$ cat src/rtl/core/peq3_pkg.sv
// ----------------------------------------------------------------------------
// peq3_pkg
// Shared types and constants of the three-band peaking equalizer: sample
// width, band count, register indexes and the payload structs of both channels.
// ----------------------------------------------------------------------------
`default_nettype none

package peq3_pkg;

    localparam int SAMPLE_WIDTH = 24;
    localparam int NUM_BANDS    = 3;
    localparam int BAND_W       = $clog2(NUM_BANDS);

    // configuration register indexes
    localparam int CFG_IDX_W = 3;
    localparam logic [CFG_IDX_W-1:0] CFG_BAND1    = 3'd0;
    localparam logic [CFG_IDX_W-1:0] CFG_BAND2    = 3'd1;
    localparam logic [CFG_IDX_W-1:0] CFG_BAND3    = 3'd2;
    localparam logic [CFG_IDX_W-1:0] CFG_OUT_GAIN = 3'd3;

    typedef struct packed {
        logic signed [SAMPLE_WIDTH-1:0] sample_in;
        logic                           block_end_in;
    } t_in_item;

    typedef struct packed {
        logic signed [SAMPLE_WIDTH-1:0] sample_out;
        logic                           block_end_out;
    } t_out_item;

endpackage

`default_nettype wire

$ cat src/rtl/core/parametric_eq_three_band_core.sv
// ----------------------------------------------------------------------------
// parametric_eq_three_band_core
// Three cascaded lattice peaking sections and an output gain, run by a small
// microprogram over one shared coefficient multiplier.
// ----------------------------------------------------------------------------
//
//  channel   direction   signals                                   payload
//  ------------------------------------------------------------------------------
//  in        in          i_in_valid / o_in_ready / i_in_data       t_in_item
//  out       out         o_out_valid / i_out_ready / o_out_data    t_out_item
//  cfg       in          i_cfg_valid / o_cfg_ready / i_cfg_index   i_cfg_data
//
//  one sample takes 30 microprogram steps after its transfer: 9 per band and
//  3 for the output gain, all through the single multiply / round pipeline.
//  a new sample can be taken from the cycle after the last step on, not before.
//  the result sits in an output register; the last step waits only if that
//  register is still full. config writes are always taken (o_cfg_ready high).
//  reset clears band state and coefficients and sets the output gain to unity.
//
`default_nettype none

module parametric_eq_three_band_core #(
    parameter int STATE_WIDTH    = 32,
    parameter int COEF_FRAC_BITS = 16
) (
    input  wire logic                                i_clk,
    input  wire logic                                i_rst_n,
    input  wire logic                                i_in_valid,
    output logic                                     o_in_ready,
    input  wire peq3_pkg::t_in_item                  i_in_data,
    output logic                                     o_out_valid,
    input  wire logic                                i_out_ready,
    output peq3_pkg::t_out_item                      o_out_data,
    input  wire logic                                i_cfg_valid,
    output logic                                     o_cfg_ready,
    input  wire logic [peq3_pkg::CFG_IDX_W-1:0]      i_cfg_index,
    input  wire logic [3*(COEF_FRAC_BITS+4)-1:0]     i_cfg_data
);
    import peq3_pkg::*;

    localparam int SW     = STATE_WIDTH;
    localparam int F      = COEF_FRAC_BITS;
    localparam int CW     = F + 4;
    localparam int PW     = CW + SW;
    localparam int MAGW   = PW + 1 - F;
    localparam int AW     = SW + 2;
    localparam int STEP_W = 4;
    localparam int UC_LEN = 12;

    localparam logic [PW:0]    HALF     = (PW+1)'(1) << (F - 1);
    localparam logic [CW-1:0]  UNITY    = CW'(1) << F;
    localparam logic [SW-1:0]  ST_MAX   = {1'b0, {(SW-1){1'b1}}};
    localparam logic [SW-1:0]  ST_MIN   = {1'b1, {(SW-1){1'b0}}};
    localparam logic [SAMPLE_WIDTH-1:0] SMP_MAX = {1'b0, {(SAMPLE_WIDTH-1){1'b1}}};
    localparam logic [SAMPLE_WIDTH-1:0] SMP_MIN = {1'b1, {(SAMPLE_WIDTH-1){1'b0}}};

    typedef enum logic [1:0] {CS_A, CS_B, CS_G, CS_OUT} t_csel;
    typedef enum logic [2:0] {VS_ZA, VS_ZB, VS_Y, VS_Y2, VS_T, VS_X} t_vsel;
    typedef enum logic [2:0] {
        ALU_NONE, ALU_Y, ALU_Y2, ALU_T, ALU_ZAB, ALU_X, ALU_OUT
    } t_alu;
    typedef enum logic [1:0] {SQ_NEXT, SQ_LOOP, SQ_DONE} t_seq;

    typedef struct packed {
        logic              mul_en;
        t_csel             csel;
        t_vsel             vsel;
        t_alu              alu;
        t_seq              seq;
        logic [STEP_W-1:0] target;
    } t_cw;

    localparam t_cw UC_NOP = '{mul_en: 1'b0, csel: CS_A, vsel: VS_X, alu: ALU_NONE,
                               seq: SQ_NEXT, target: '0};

    // product issued at step s is rounded at s+1 and consumed at s+2
    function automatic t_cw ucode(input logic [STEP_W-1:0] s);
        t_cw w;
        w = UC_NOP;
        case (s)
            4'd0: begin
                w.mul_en = 1'b1; w.csel = CS_B; w.vsel = VS_ZB;
            end
            4'd1: begin
                w.mul_en = 1'b1; w.csel = CS_A; w.vsel = VS_ZA;
            end
            4'd2: begin
                w.alu = ALU_Y;
            end
            4'd3: begin
                w.mul_en = 1'b1; w.csel = CS_B; w.vsel = VS_Y; w.alu = ALU_Y2;
            end
            4'd4: begin
                w = UC_NOP;
            end
            4'd5: begin
                w.mul_en = 1'b1; w.csel = CS_A; w.vsel = VS_Y2; w.alu = ALU_T;
            end
            4'd6: begin
                w.mul_en = 1'b1; w.csel = CS_G; w.vsel = VS_T;
            end
            4'd7: begin
                w.alu = ALU_ZAB;
            end
            4'd8: begin
                w.alu = ALU_X; w.seq = SQ_LOOP; w.target = 4'd0;
            end
            4'd9: begin
                w.mul_en = 1'b1; w.csel = CS_OUT; w.vsel = VS_X;
            end
            4'd10: begin
                w = UC_NOP;
            end
            4'd11: begin
                w.alu = ALU_OUT; w.seq = SQ_DONE;
            end
            default: begin
                w.seq = SQ_DONE;
            end
        endcase
        return w;
    endfunction

    function automatic logic [AW-1:0] sx(input logic [SW-1:0] v);
        return AW'(signed'(v));
    endfunction

    function automatic logic [SW-1:0] sat_st(input logic [AW-1:0] v);
        logic in_range;
        in_range = (&v[AW-1:SW-1]) || !(|v[AW-1:SW-1]);
        if (in_range) begin
            return v[SW-1:0];
        end
        return v[AW-1] ? ST_MIN : ST_MAX;
    endfunction

    // control and state
    logic                  r_busy;
    logic [STEP_W-1:0]     r_step;
    logic [BAND_W-1:0]     r_band;
    logic                  r_out_valid;
    logic [3*CW-1:0]       r_coefs [NUM_BANDS];
    logic [CW-1:0]         r_out_gain;
    logic [SW-1:0]         r_za [NUM_BANDS];
    logic [SW-1:0]         r_zb [NUM_BANDS];

    // datapath
    logic [SW-1:0]         r_x, r_y, r_y2, r_t, r_q;
    logic [PW-1:0]         r_p;
    logic                  r_p_neg;
    logic                  r_blk_end;
    t_out_item             r_out_data;

    t_cw                   cw;
    logic                  in_xfer;
    logic                  hold;
    logic [3*CW-1:0]       band_word;
    logic [CW-1:0]         mul_c, c_abs;
    logic [SW-1:0]         mul_v, v_abs;
    logic [PW:0]           mag_sum;
    logic [MAGW-1:0]       mag;
    logic [SW-1:0]         n_q;
    logic [SW-1:0]         za_cur, zb_cur;
    logic [SW-1:0]         alu_y, alu_y2, alu_t, alu_zb, alu_x;
    logic [SAMPLE_WIDTH-1:0] n_sample;
    logic                  q_fits;

    assign cw          = ucode(r_step);
    assign in_xfer     = i_in_valid && o_in_ready;
    assign hold        = (cw.alu == ALU_OUT) && r_out_valid && !i_out_ready;
    assign o_in_ready  = !r_busy;
    assign o_cfg_ready = 1'b1;
    assign o_out_valid = r_out_valid;
    assign o_out_data  = r_out_data;

    assign band_word = r_coefs[r_band];
    assign za_cur    = r_za[r_band];
    assign zb_cur    = r_zb[r_band];

    always_comb begin
        case (cw.csel)
            CS_A:    mul_c = band_word[CW-1:0];
            CS_B:    mul_c = band_word[2*CW-1:CW];
            CS_G:    mul_c = band_word[3*CW-1:2*CW];
            CS_OUT:  mul_c = r_out_gain;
            default: mul_c = '0;
        endcase
        case (cw.vsel)
            VS_ZA:   mul_v = za_cur;
            VS_ZB:   mul_v = zb_cur;
            VS_Y:    mul_v = r_y;
            VS_Y2:   mul_v = r_y2;
            VS_T:    mul_v = r_t;
            VS_X:    mul_v = r_x;
            default: mul_v = '0;
        endcase
    end

    // sign-magnitude multiply, so rounding is half away from zero
    assign c_abs = mul_c[CW-1] ? (~mul_c + CW'(1)) : mul_c;
    assign v_abs = mul_v[SW-1] ? (~mul_v + SW'(1)) : mul_v;

    assign mag_sum = {1'b0, r_p} + HALF;
    assign mag     = mag_sum[PW:F];

    always_comb begin
        if (|mag[MAGW-1:SW-1]) begin
            n_q = r_p_neg ? ST_MIN : ST_MAX;
        end else if (r_p_neg) begin
            n_q = ~mag[SW-1:0] + SW'(1);
        end else begin
            n_q = mag[SW-1:0];
        end
    end

    assign alu_y  = sat_st(sx(r_x) - sx(r_q));
    assign alu_y2 = sat_st(sx(r_y) - sx(r_q));
    assign alu_t  = sat_st(sx(zb_cur) + sx(r_q) - sx(r_x));
    assign alu_zb = sat_st(sx(za_cur) + sx(r_q));
    assign alu_x  = sat_st(sx(r_x) - sx(r_q));

    assign q_fits = (&r_q[SW-1:SAMPLE_WIDTH-1]) || !(|r_q[SW-1:SAMPLE_WIDTH-1]);
    assign n_sample = q_fits ? r_q[SAMPLE_WIDTH-1:0] : (r_q[SW-1] ? SMP_MIN : SMP_MAX);

    always_ff @(posedge i_clk) begin
        if (!i_rst_n) begin
            r_busy      <= 1'b0;
            r_step      <= '0;
            r_band      <= '0;
            r_out_valid <= 1'b0;
            r_out_gain  <= UNITY;
            for (int i = 0; i < NUM_BANDS; i++) begin
                r_coefs[i] <= '0;
                r_za[i]    <= '0;
                r_zb[i]    <= '0;
            end
        end else begin
            if (i_cfg_valid && o_cfg_ready) begin
                case (i_cfg_index)
                    CFG_BAND1:    r_coefs[0] <= i_cfg_data;
                    CFG_BAND2:    r_coefs[1] <= i_cfg_data;
                    CFG_BAND3:    r_coefs[2] <= i_cfg_data;
                    CFG_OUT_GAIN: r_out_gain <= i_cfg_data[CW-1:0];
                    default:      ;
                endcase
            end

            if (r_busy && cw.alu == ALU_OUT && !hold) begin
                r_out_valid <= 1'b1;
            end else if (i_out_ready) begin
                r_out_valid <= 1'b0;
            end

            if (r_busy && cw.alu == ALU_ZAB) begin
                r_zb[r_band] <= alu_zb;
                r_za[r_band] <= r_y2;
            end

            if (in_xfer) begin
                r_busy <= 1'b1;
                r_step <= '0;
                r_band <= '0;
            end else if (r_busy && !hold) begin
                case (cw.seq)
                    SQ_NEXT: r_step <= r_step + STEP_W'(1);
                    SQ_LOOP: begin
                        if (r_band == BAND_W'(NUM_BANDS - 1)) begin
                            r_step <= r_step + STEP_W'(1);
                        end else begin
                            r_band <= r_band + BAND_W'(1);
                            r_step <= cw.target;
                        end
                    end
                    SQ_DONE: r_busy <= 1'b0;
                    default: r_busy <= 1'b0;
                endcase
            end
        end
    end

    always_ff @(posedge i_clk) begin
        r_q <= n_q;
        if (in_xfer) begin
            r_x       <= SW'(i_in_data.sample_in);
            r_blk_end <= i_in_data.block_end_in;
        end
        if (r_busy) begin
            if (cw.mul_en) begin
                r_p     <= PW'(c_abs) * PW'(v_abs);
                r_p_neg <= mul_c[CW-1] ^ mul_v[SW-1];
            end
            case (cw.alu)
                ALU_Y:   r_y  <= alu_y;
                ALU_Y2:  r_y2 <= alu_y2;
                ALU_T:   r_t  <= alu_t;
                ALU_X:   r_x  <= alu_x;
                ALU_OUT: begin
                    if (!hold) begin
                        r_out_data.sample_out    <= n_sample;
                        r_out_data.block_end_out <= r_blk_end;
                    end
                end
                default: ;
            endcase
        end
    end

    a_step_range: assert property (@(posedge i_clk) disable iff (!i_rst_n)
        r_busy |-> (r_step < STEP_W'(UC_LEN)))
        else $error("microprogram step out of range");

    a_band_range: assert property (@(posedge i_clk) disable iff (!i_rst_n)
        r_band <= BAND_W'(NUM_BANDS - 1))
        else $error("band counter out of range");

    a_start: assert property (@(posedge i_clk) disable iff (!i_rst_n)
        in_xfer |=> (r_busy && r_step == '0 && r_band == '0))
        else $error("sample transfer did not start the program at band one");

    a_out_wait: assert property (@(posedge i_clk) disable iff (!i_rst_n)
        (r_busy && hold) |=> (r_busy && $stable(r_step) && r_out_valid))
        else $error("last step did not wait for a full output register");

endmodule

`default_nettype wire
$ cat config.mk
export PLATFORM = sky130hd
export DESIGN_NAME = parametric_eq_three_band_core
export DESIGN_NICKNAME = d
export VERILOG_FILES = /design/src/rtl/core/peq3_pkg.sv /design/src/rtl/core/parametric_eq_three_band_core.sv
export SDC_FILE = /design/constraint.sdc
export NUM_CORES = 2
export LEC_CHECK = 0
export BUFFER_PORTS_ARGS = -buffer_cell sky130_fd_sc_hd__clkbuf_2
export CAP_MARGIN = 5
export CORE_UTILIZATION = 55
export CTS_BUF_LIST = sky130_fd_sc_hd__clkbuf_8
export CTS_CLUSTER_DIAMETER = 30
export DETAILED_ROUTE_END_ITERATION = 10
export HOLD_SLACK_MARGIN = 0.03
export PLACE_DENSITY = 0.71
export SLEW_MARGIN = 20
export SYNTH_ARGS = -nofsm -noshare
export SYNTH_HDL_FRONTEND = slang
export SYNTH_SLANG_ARGS = --single-unit
$ cat constraint.sdc
create_clock -name i_clk -period 19.6 [get_ports i_clk]
set_clock_uncertainty 0.1 [all_clocks]
set_input_delay 3.92 -clock i_clk [delete_from_list [all_inputs] [get_ports i_clk]]
set_output_delay 3.92 -clock i_clk [all_outputs]
set_load 0.005 [all_outputs]
-- Yosys cells after proc, flatten, opt, wreduce, memory -nomap -nowiden
Memories as Yosys holds them, arrays and structs flattened. A register that Yosys moved wholly into a read port is not among the register bits.
Cells that the tools add are included.
- add/subtract/negate cells: 11
- $mul: 1
- divide/modulo/power cells: 0
- order comparisons: 0
- equal/unequal tests: 31
- shift operators: 0
- muxes and demuxes: 69
- bitwise logic cells: 10
- reductions and logical operators: 53
- operators with widths (kind ; count):
    2-to-1 mux 32 bit ; 21
    one-hot mux 32 bit (6 select lines) ; 1
    2-to-1 mux 60 bit ; 3
    one-hot mux 20 bit (4 select lines) ; 1
    adder 32 x 32 -> 33 bit ; 2
    subtractor 32 x 32 -> 33 bit ; 2
    adder 32 x 1 -> 32 bit (second input constant) ; 2
    inverter 32 bit ; 2
    OR reduction 32 bit ; 2
    adder 52 x 16 -> 53 bit (second input constant) ; 1
    multiplier 20 x 32 -> 52 bit ; 1
    2-to-1 mux 24 bit ; 2
    one-hot mux 6 bit (6 select lines) ; 1
    subtractor 33 x 32 -> 34 bit ; 1
    2-to-1 mux 1 bit ; 27
    adder 20 x 1 -> 20 bit (second input constant) ; 1
    2-to-1 mux 20 bit ; 1
    inverter 20 bit ; 1
    == test 3 x 2 -> 1 bit (second input constant) ; 6
    one-hot mux 3 bit (6 select lines) ; 1
    AND reduction 3 bit ; 6
    == test 4 x 3 -> 1 bit (second input constant) ; 4
    == test 4 bit (second input constant) ; 4
    2-to-1 mux 2 bit ; 8
    other kinds (29) ; 74
- bits in registers: 267
- latch bits: 0
- RAM bits: 372
- memory bits (read-only): 0
- input port bits: 93
- memories: 3
- memories (name ; words ; width ; read ports ; clocked after Yosys merged registers in ; write ports ; RTL line ; text):
    r_coefs ; 3 ; 60 ; 1 ; 1 ; 3 ; parametric_eq_three_band_core.sv:142 ; logic [3*CW-1:0] r_coefs [NUM_BANDS];
    r_za ; 3 ; 32 ; 1 ; 1 ; 3 ; parametric_eq_three_band_core.sv:144 ; logic [SW-1:0] r_za [NUM_BANDS];
    r_zb ; 3 ; 32 ; 1 ; 1 ; 3 ; parametric_eq_three_band_core.sv:145 ; logic [SW-1:0] r_zb [NUM_BANDS];

-- Longest topological paths before layout
- word-level depth: 10
- gate-level depth with buffers: 45
- gate-level depth less buffers: 38

-- Worst setup path before layout
No wires, ideal clock.
- path type: flip-flop to flip-flop
- start point: register (tool-made name)
- end point: register r_p[50], data pin
- library setup time: 0.258 ns
- arrival: 9.892 ns
- required time: 19.242 ns
- slack: 9.350 ns
- stages on the path, launching flop included: 41
- path buffers: 8
- clock period less this slack: 10.250 ns
- cells stage by stage: dfxtp_1 > buf_6 > buf_8 > buf_12 > buf_6 > buf_6 > buf_4 > buf_2 > mux2i_1 > o21ai_0 > a221oi_2 > o21ai_0 > or4_1 > nor3_2 > a31oi_1 > xor2_1 > nor2_1 > fa_1 > (+5 left out) > fa_1 > fa_1 > inv_1 > fa_1 > inv_1 > ha_1 > clkbuf_1 > inv_1 > o21bai_1 > a21o_1 > a21oi_1 > o21ai_0 > nor2_1 > o31ai_4 > a211oi_4 > o31ai_2 > a21oi_1 > xnor2_1
- RTL lines (item ; RTL line ; text):
    end signal, assigned ; parametric_eq_three_band_core.sv:289 ; r_p <= PW'(c_abs) * PW'(v_abs);
    end, declared ; parametric_eq_three_band_core.sv:149 ; logic [PW-1:0] r_p;

==> results.md <==
- Status: completed
- Crit path top cell by count: fa_1
- Met1 usage: 0.4730
- Clk Latency, worst-skew pair: 0.83 ns
- Number of enable flip-flop cells after synthesis: 596
- Slowest CP cell: buf_4
- Min-delay src: r_y2[25]
- Most common cell in the netlist: inv_1
- Depth of the CTS H-tree: 4
- Max_slew headroom: 0.1816
- Avg Vias per Cell: 6.159
- HPWL Detailed: 137.8 mm
- CP endpoint: r_p[51]
- Initial antenna violation count: 2
- Synthesized instance count: 5917
- Req. time, crit path: 20.16 ns
- Critical Path Max Stage Delay: 0.85 ns
- PortBufs: 119
- Total negative slack: 0 ns
- Hold path depth: 0
- DIE WIDTH: 331 µm
- Final instance area: 65270 µm²
- Syn avg cell area: 10.06 µm²
- Layout cell share with drive strength beyond 1: 0.1071
- Global-route wire length before repair: 278.7 mm
- Worst-path fanout max: 55
- Final hold vios: 0
- Reg2Reg Setup Slack: 6.91 ns
- Worst Max-Slew Pin Slew: 1.216 ns
- Pins Over Slew Limit: 0
- Num CTS Buffers: 146
- Storage element area: 19790 µm²
- Critical Path End Type: flip-flop
- Tcrit/Tclk final: 0.6473
- Hold_ws: 0.3321 ns
- Unrepaired setup endpoints after global routing: false
- Synth top area cells: edfxtp_1 30%, fa_1 19%, ha_1 7.0%
- Max frequency: 78.82 MHz
- Root buffer cell: clkbuf_8
- Remaining Overflow, GRT: 0
- DR pass1 iterations: 9
- Area Overhead vs Synth: 9.630%
- R2R cell count: 38
- Met2 usage: 0.5081
- CTS tree: built
- Global route hottest layer: met2
- # hold bufs at CTS: 0
- CTS resizes: 0
- Clk slew on worst S/H paths: 0.06 ns
- Max-Cap Viols: 0
- Post-CTS Setup Bufs: 0
- Initial DRC count: 5447
- Post-DP Area: 61940 µm²
- Starting Density: 0.5553
- Area occupied by multi-input gates: 35720 µm²
- Core Footprint: 107200 µm²
- Post-Syn Area: 59530 µm²
- Die Area: 109600 µm²
- Sink Count: 690
- Minimum clock period: 12.69 ns
- DR WL/cell: 24.65 µm
- CP Launch Type: flip-flop
- Largest net degree at the start of global routing: 71
- Synth async-reset ratio: 0
- Ys flop type: edfxtp_1
- Vias: 46504
- Worst setup path category: flip-flop to flip-flop
- Fillers: 8935
- GR Util All Layers: 0.3416
- Crit path DAT: 13.24 ns
- # IOs: 121
- Seq/Total Area, Yosys: 0.3322
- Die height: 331 µm
- Seq cells post-synth: 690
- Endpoints failing setup: 0
- Gpl congestion: 1.034
- NumNets Final: 7020
- Max clock buf depth: 3
- Synth Net Count: 6912
- Share of the synthesized area in the top cell type: 0.3006
- Routed Antenna Nets: 0
- Synth warn: 0
- R2r endpoint: r_p[51]
- DRT Wirelength: 186.1 mm
- Synth top cells by count: 831 x inv_1, 596 x edfxtp_1, 570 x fa_1
- Vias in the first global route: 46014
- Netlist cell types: 95
- Post-synth top area cell: edfxtp_1
- Cell Rows: 120
- HP Class: flip-flop to flip-flop
- GR Layer Usage met3: 0.09293
- Drt drc: 0
## final cells by class
type	count	area share
Clock buffer	156	0.03290
Inverter	834	0.04797
Clock inverter	113	0.01756
Sequential cell	690	0.3032
Multi-Input combinational cell	4105	0.5473
Antenna cell	1	0.00003834
Timing Repair Buffer	248	0.02416
Tap cell	1403	0.02690
## critical path, delay by kind of cell, from the launching register on
family | cells | cell delay [ns]
adder cells (fa/ha/maj) | 8 | 3.79
AO/OA/AOI/OAI | 13 | 2.96
buffers and inverters | 9 | 2.39
AND/OR/NAND/NOR | 5 | 1.06
flip-flops | 1 | 0.83
XOR/XNOR | 1 | 0.80
multiplexers | 2 | 0.56
## flip-flops by register name, indices dropped and copies added (netlist names), 2 cells and up, named ones only
register,cells
r_zb,128
r_y2,32
r_za,128
r_t,32
r_coefs,180
r_p,37
r_band,2
r_q,32
r_out_gain,20
o_out_data,25
r_y,32
r_x,32
r_step,4
## per-layer routing
metal,routed length [µm],part of all wire
met2,81320,0.44
met5,0,0
met4,8361,0.045
met1,72950,0.39
met3,23490,0.13
## layout by cell type (no fill, tap or decap), types with 14 or more instances in the layout
cell        instances
o2111ai_1          14
a221oi_1           22
a211oi_1           33
edfxtp_1          596
dfxtp_1            92
o21a_1             30
xnor2_2            18
fa_1              570
a31oi_1            40
xor2_1            112
inv_1             857
and2_1            138
nor3_1             37
o21bai_1           24
and3_1            100
a21o_1            173
nand4_1            39
nand2_1           555
a222oi_1           26
a21boi_0           31
clkbuf_8          156
xnor2_1           123
nor2b_1            24
mux2_2             19
bufinv_16          19
a21oi_1           246
a22oi_1            42
clkinv_2           24
mux2i_1            73
nor2_1            501
mux4_2             64
ha_1              332
nand2b_1           48
o21ai_0           304
clkbuf_2          119
buf_4             128
clkinvlp_4         15
nand3_1            93
## how the worst min path moves through the flow
stage / to / slack [ns]
floorplan: o_out_data[0] / 0.30
global placement: o_out_data[0] / 0.31
detailed placement: o_out_data[0] / 0.32
CTS: o_out_data[0] / 0.34
global route: r_za[3][25] / 0.34
finish: r_za[3][25] / 0.33
## kinds of logic (layout without fill, tap and decap cells)
family,Yosys count,in the layout,synth area share
AO/OA/AOI/OAI,1147,1147,0.1266
XOR/XNOR,263,263,0.03895
adder cells (fa/ha/maj),909,909,0.2626
buffers and inverters,1122,1351,0.07390
flip-flops,690,690,0.3322
multiplexers,156,156,0.04008
other,1,2,0.00006299
AND/OR/NAND/NOR,1629,1629,0.1255
## through the flow
| stage | instances | worst slack, ns | util |
|---|---|---|---|
| after floorplan | 5917 | 9.350 | - |
| final | 7550 | 6.912 | 0.6088 |
| after global routing | 7550 | 6.235 | 0.6088 |
| after CTS | 7548 | 6.928 | 0.6085 |
| after detailed placement | 7279 | 6.961 | 0.5778 |
| after global placement | 7279 | 7.262 | 0.5777 |
Power is left out: the tool's default activity adds up to more than one toggle a clock period on the data nets, which glitch-free logic cannot reach.
